### src/hw/rtl/crank_nicolson_wave_step_top_defines.svh
// Assertion helpers used by the top-level RTL.
`ifndef CRANK_NICOLSON_WAVE_STEP_TOP_DEFINES_SVH
`define CRANK_NICOLSON_WAVE_STEP_TOP_DEFINES_SVH

// Same-cycle implication, clocked on clk, off during rst.
`define CNWS_ASSERT_IMP(label, ante, cons, msg) \
  label: assert property (@(posedge clk) disable iff (rst) (ante) |-> (cons)) \
    else $error(msg);

// Next-cycle implication, clocked on clk, off during rst.
`define CNWS_ASSERT_NXT(label, ante, cons, msg) \
  label: assert property (@(posedge clk) disable iff (rst) (ante) |=> (cons)) \
    else $error(msg);

`endif

### src/hw/rtl/cnws_pkg.sv
`timescale 1ns / 1ps

package cnws_pkg;

  localparam int POINTS_DEF     = 64;
  localparam int VALUE_BITS_DEF = 32;

  localparam int POINT_W = 6;
  localparam int DISP_W  = 32;
  localparam int VEL_W   = 32;
  localparam int IN_DATA_W  = 40;
  localparam int OUT_DATA_W = 72;

  localparam int CFG_ADDR_W = 2;
  localparam int CFG_DATA_W = 31;

  localparam logic [CFG_ADDR_W-1:0] CFG_COURANT_SQUARED   = 2'd0;
  localparam logic [CFG_ADDR_W-1:0] CFG_TIME_STEP         = 2'd1;
  localparam logic [CFG_ADDR_W-1:0] CFG_INVERSE_TIME_STEP = 2'd2;

  localparam logic [CFG_DATA_W-1:0] COURANT_SQUARED_RST   = 31'd16777216;
  localparam logic [CFG_DATA_W-1:0] TIME_STEP_RST         = 31'd167772;
  localparam logic [CFG_DATA_W-1:0] INVERSE_TIME_STEP_RST = 31'd1677721600;

  typedef enum logic {
    ALU_MUL = 1'b0,
    ALU_DIV = 1'b1
  } alu_op_t;

  typedef struct packed {
    logic    start;
    alu_op_t op;
  } alu_req_t;

  typedef struct packed {
    logic busy;
    logic done;
  } alu_sts_t;

endpackage

### src/hw/rtl/cnws_alu.sv
`timescale 1ns / 1ps

// Shared fixed-point unit: rounded multiply (four partial products) or
// rounded divide (restoring, one quotient bit a cycle), both saturating.
module cnws_alu #(
  parameter int VALUE_BITS = cnws_pkg::VALUE_BITS_DEF
) (
  input  logic clk,
  input  logic rst,
  input  cnws_pkg::alu_req_t req,
  input  logic signed [((VALUE_BITS > 32) ? VALUE_BITS : 32)-1:0] a,
  input  logic signed [((VALUE_BITS > 32) ? VALUE_BITS : 32)-1:0] b,
  output cnws_pkg::alu_sts_t sts,
  output logic signed [VALUE_BITS-1:0] res
);

  localparam int VB   = VALUE_BITS;
  localparam int FRAC = VB - 8;
  localparam int OPW  = (VB > 32) ? VB : 32;
  localparam int H    = (OPW + 1) / 2;
  localparam int PW   = 2 * OPW;
  localparam int NW   = OPW + FRAC;
  localparam int CW   = $clog2(NW + 1);

  typedef enum logic [4:0] {
    A_IDLE = 5'b00001,
    A_MUL  = 5'b00010,
    A_DIV  = 5'b00100,
    A_RND  = 5'b01000,
    A_FIN  = 5'b10000
  } alu_state_t;

  alu_state_t st;
  cnws_pkg::alu_op_t op_r;
  logic [OPW-1:0] ua, ub, a_mag, b_mag;
  logic           neg, dz, done_r;
  logic [CW-1:0]  cnt;
  logic [PW-1:0]  acc, fin, pp_sh;
  logic [NW-1:0]  dvd, quo;
  logic [OPW-1:0] rem;
  logic [OPW:0]   rem_sh;
  logic [H-1:0]   pa, pb;
  logic [2*H-1:0] pp;
  logic [PW-1:0]  lim, vmax;

  assign a_mag = a[OPW-1] ? (~a + 1'b1) : a;
  assign b_mag = b[OPW-1] ? (~b + 1'b1) : b;
  assign lim   = PW'(1) << (VB - 1);
  assign vmax  = lim - 1'b1;

  always_comb begin
    pa = cnt[0] ? H'(ua >> H) : ua[H-1:0];
    pb = cnt[1] ? H'(ub >> H) : ub[H-1:0];
    pp = pa * pb;
    case (cnt[1:0])
      2'd0:    pp_sh = PW'(pp);
      2'd1:    pp_sh = PW'(pp) << H;
      2'd2:    pp_sh = PW'(pp) << H;
      default: pp_sh = PW'(pp) << (2 * H);
    endcase
    rem_sh = {rem, dvd[NW-1]};
  end

  always_ff @(posedge clk) begin
    if (rst) begin
      st     <= A_IDLE;
      done_r <= 1'b0;
    end else begin
      done_r <= 1'b0;
      case (st)
        A_IDLE: begin
          if (req.start) begin
            ua   <= a_mag;
            ub   <= b_mag;
            op_r <= req.op;
            cnt  <= '0;
            acc  <= '0;
            rem  <= '0;
            quo  <= '0;
            dvd  <= {a_mag, FRAC'(0)};
            dz   <= (req.op == cnws_pkg::ALU_DIV) && (b == '0);
            if (req.op == cnws_pkg::ALU_DIV && b == '0) begin
              neg <= a[OPW-1];
              st  <= A_RND;
            end else begin
              neg <= a[OPW-1] ^ b[OPW-1];
              st  <= (req.op == cnws_pkg::ALU_MUL) ? A_MUL : A_DIV;
            end
          end
        end
        A_MUL: begin
          acc <= acc + pp_sh;
          cnt <= cnt + 1'b1;
          if (cnt[1:0] == 2'd3) st <= A_RND;
        end
        A_DIV: begin
          if (rem_sh >= {1'b0, ub}) begin
            rem <= OPW'(rem_sh - {1'b0, ub});
            quo <= {quo[NW-2:0], 1'b1};
          end else begin
            rem <= OPW'(rem_sh);
            quo <= {quo[NW-2:0], 1'b0};
          end
          dvd <= dvd << 1;
          cnt <= cnt + 1'b1;
          if (cnt == CW'(NW - 1)) st <= A_RND;
        end
        A_RND: begin
          if (op_r == cnws_pkg::ALU_MUL) begin
            fin <= (acc + (PW'(1) << (FRAC - 1))) >> FRAC;
          end else if (dz) begin
            fin <= (ua == '0) ? '0 : '1;
          end else begin
            fin <= PW'(quo) + PW'({rem, 1'b0} >= {1'b0, ub});
          end
          st <= A_FIN;
        end
        A_FIN: begin
          if (neg) begin
            res <= (fin >= lim) ? VB'(lim) : VB'(~fin + 1'b1);
          end else begin
            res <= (fin > vmax) ? VB'(vmax) : VB'(fin);
          end
          done_r <= 1'b1;
          st     <= A_IDLE;
        end
        default: st <= A_IDLE;
      endcase
    end
  end

  assign sts.busy = (st != A_IDLE);
  assign sts.done = done_r;

endmodule

### config.mk
export PLATFORM = sky130hd
export DESIGN_NAME = cnws_alu
export DESIGN_NICKNAME = d
export VERILOG_FILES = /design/src/hw/rtl/crank_nicolson_wave_step_top_defines.svh /design/src/hw/rtl/cnws_pkg.sv /design/src/hw/rtl/cnws_alu.sv
export SDC_FILE = /design/constraint.sdc
export NUM_CORES = 2
export LEC_CHECK = 0
export ABC_AREA = 0
export BUFFER_PORTS_ARGS = -buffer_cell sky130_fd_sc_hd__buf_2
export CORE_MARGIN = 3
export CORE_UTILIZATION = 60
export DETAILED_ROUTE_END_ITERATION = 10
export HOLD_SLACK_MARGIN = 0.08
export PLACE_DENSITY = 0.82
export SYNTH_ARGS = -nofsm -noshare
export SYNTH_HDL_FRONTEND = slang
export SYNTH_SLANG_ARGS = --single-unit
### constraint.sdc
create_clock -name clk -period 11.7 [get_ports clk]
set_input_delay 0.585 -clock clk [delete_from_list [all_inputs] [get_ports clk]]
set_output_delay 0.585 -clock clk [all_outputs]
set_load 0.02 [all_outputs]
==> metrics.txt <==
status complete, no violations; Worst-Margin Slew 1181 ps; Post-synth EDFFs approximately 350; cell count after synthesis 3443; Initial Utilization between 60% and 70%; total gr overflow 0; CTS tree yes; diode count 0; Post-Route Setup TNS 0 ps; CTS Hold Bufs 0; Seq/Total Area, Yosys between 30 and 40%; Tmin final around 11000 ps; ANT nets after route 0; max cap viols 0; Worst path max stage delay roughly 740 ps; nets between 3000 and 4000; final WL roughly 85 mm; CTS resizes 0; gpl congestion about 1; Synth Register Bits 353; Pre-antenna DRT Iters 5; DRC viols 0; Netlist cell types about 80; Max-Slew Margin vs Limit 20.56%; layout cells sized above 1 under 10%; Worst EP arrival between 10000 and 15000 ps; post-placement cell area 33090 sq um; Finished Core Util between 60% and 70%; commonest non-fill, non-tap cell in the layout nor2_1; synthesized area 31870 sq um; post-route setup slack roughly 900 ps; Via density 6.268; row count 83; initial drt markers 2653; Layout Skew 18.08 ps; Final HPWL DP 65.37 mm; CTS buffer count 41; Die Ht 236.5 um; Layout area overhead 8.009%; CP Max Fanout 22; CORE AREA ~52000 sq um; setup violators final 0; Avg Inst Size Synth around 9.3 sq um; die footprint between 50000 and 60000 sq um; final hold vios 0; routed vias roughly 26000; clk slew on worst S/H paths 60 ps; R2R Setup Slk 920 ps; H-tree Lvls 2; worst skew pair latency between 500 and 600 ps; Worst EP required around 12000 ps; Final Cycle Share approximately 92%; Synth warnings 0; net count of the mapped netlist 3914; pin count of the biggest net entering global routing roughly 70; RSZ-0062 raised after global routing no; chip width 236.5 um; fillers approximately 4100; post-CTS setup buffer count 0; Crit Path Class reg2reg; finished layout cell area about 34000 sq um; GR Util All Layers 29.94%; # port buffers 101; vias in the first global route between 20000 and 25000; clock tree buffer depth 3; Slew Limit Fails 0; Synth async-reset ratio 0%; most frequent cells in the layout 432 x nor2_1, 347 x edfxtp_1, 343 x nand2_1; most common cell type on the critical path fa_1; Primary FF master, synth edfxtp_1; WL/cell between 20 and 25 um; clk sinks 353; Crit. End Element flip-flop; first-pass GRT wire length approximately 140 mm; Startpoint Class flip-flop; antenna violations before repair 0; Highest Clock Rate 0.09273 GHz; I/O Pins 102; CP max stage cell edfxtp_1; Place WS approximately 1200 ps; clock root cell clkbuf_16; Worst Hold Class in2reg
## worst max-delay path, delay by kind of cell (launching register included)
family / cells / cell delay, ps
compound gates: 14 / 3780
fa+ha+maj: 8 / 3880
flops: 1 / 740
xor+xnor: 1 / 130
simple gates: 6 / 1530
buf+inv: 5 / 540
## per-stage QoR
| step | cells | hold WS (ps) |
|---|---|---|
| 6_report | 4204 | 245.7 |
| 5_1_grt | 4204 | 231.0 |
| 4_1_cts | 4204 | 219.0 |
| 3_5_place_dp | 4131 | 539.9 |
| 3_3_place_gp | 4131 | 530.2 |
| 2_1_floorplan | 3443 | 485.0 |
## state kept, by name (all words and copies together) (netlist names)
signal,cells
dz,1
acc,64
res,32
fin,58
ub,32
dvd,32
cnt,6
st,5
op_r,1
ua,32
done_r,1
rem,32
quo,56
neg,1
## layer usage
metal	GRT usage, %	up-vias	routed length [um]
met5	0	-	0
met4	8.594	0	2423
met3	5.311	179	8515
met2	46.06	1270	38420
met1	43.73	12731	35420
li1	-	12169	-
## final timing paths
path,end,cells past startpoint,start
worst max register to register,acc[63]$_SDFFCE_PP0P_,34,cnt[1]$_SDFFCE_PP0P_
worst max-delay path,acc[63]$_SDFFCE_PP0P_,34,cnt[1]$_SDFFCE_PP0P_
worst min register to register,dvd[34]$_DFFE_PP_,2,dvd[33]$_DFFE_PP_
worst min-delay path,ub[0]$_DFFE_PP_,1,b[0]
## kinds of logic (layout without fill, tap and decap cells)
family	Yosys count	in the layout	synth area share, %
and+or+nand+nor	1220	1220	17.80
adders and majority gates	403	403	20.44
buffers and inverters	471	552	5.571
xor gates and xnor gates	259	259	7.118
muxes	64	64	2.089
DFF	353	353	33.07
AOI/OAI and AO/OA	673	673	13.91
## cell usage after synthesis (12+ instances only)
master      n  area share [%]
o211ai_1   18            0.42
nor3_1     39            0.61
a21oi_1   137             2.2
inv_1     333             3.9
nor4_1     31            0.61
nand2_1   344             4.1
clkbuf_1  121             1.4
nor2b_1    17            0.33
xnor2_1   165             4.5
buf_1      13            0.15
and2_1     29            0.57
and3_1     99             1.9
o41ai_1    19            0.52
o22a_1     13            0.36
a22o_1     15            0.41
or3_1      29            0.57
a21o_1     80             1.9
edfxtp_1  347              33
o21ai_0   164             2.6
o31ai_1    24            0.57
ha_1      207             8.1
a31oi_1    26            0.51
and4_1     14            0.38
nand4_1    52             1.0
o21bai_1   19            0.45
mux2_2     20            0.71
o311ai_0   20            0.55
xor2_1     94             2.6
a21boi_0   12            0.28
o21a_1     32            0.75
nand3_1    67             1.1
a211oi_1   12            0.28
or4_1      12            0.28
nand2b_1   19            0.37
mux2i_1    44             1.4
nor2_1    434             5.1
fa_1      196              12
## area by class of cell
type | instances | area (sq um) | area share [%]
Inverter | 333 | 1250 | 3.631
Timing Repair Buffer | 146 | 843.3 | 2.450
Sequential cell | 353 | 10540 | 30.62
Multi-Input combinational cell | 2619 | 19600 | 56.95
Clock buffer | 43 | 1033 | 3.002
Clock inverter | 30 | 300.3 | 0.8724
Tap cell | 680 | 850.8 | 2.472
Power is left out: the tool's default activity adds up to more than one toggle a clock period on the data nets, which glitch-free logic cannot reach.
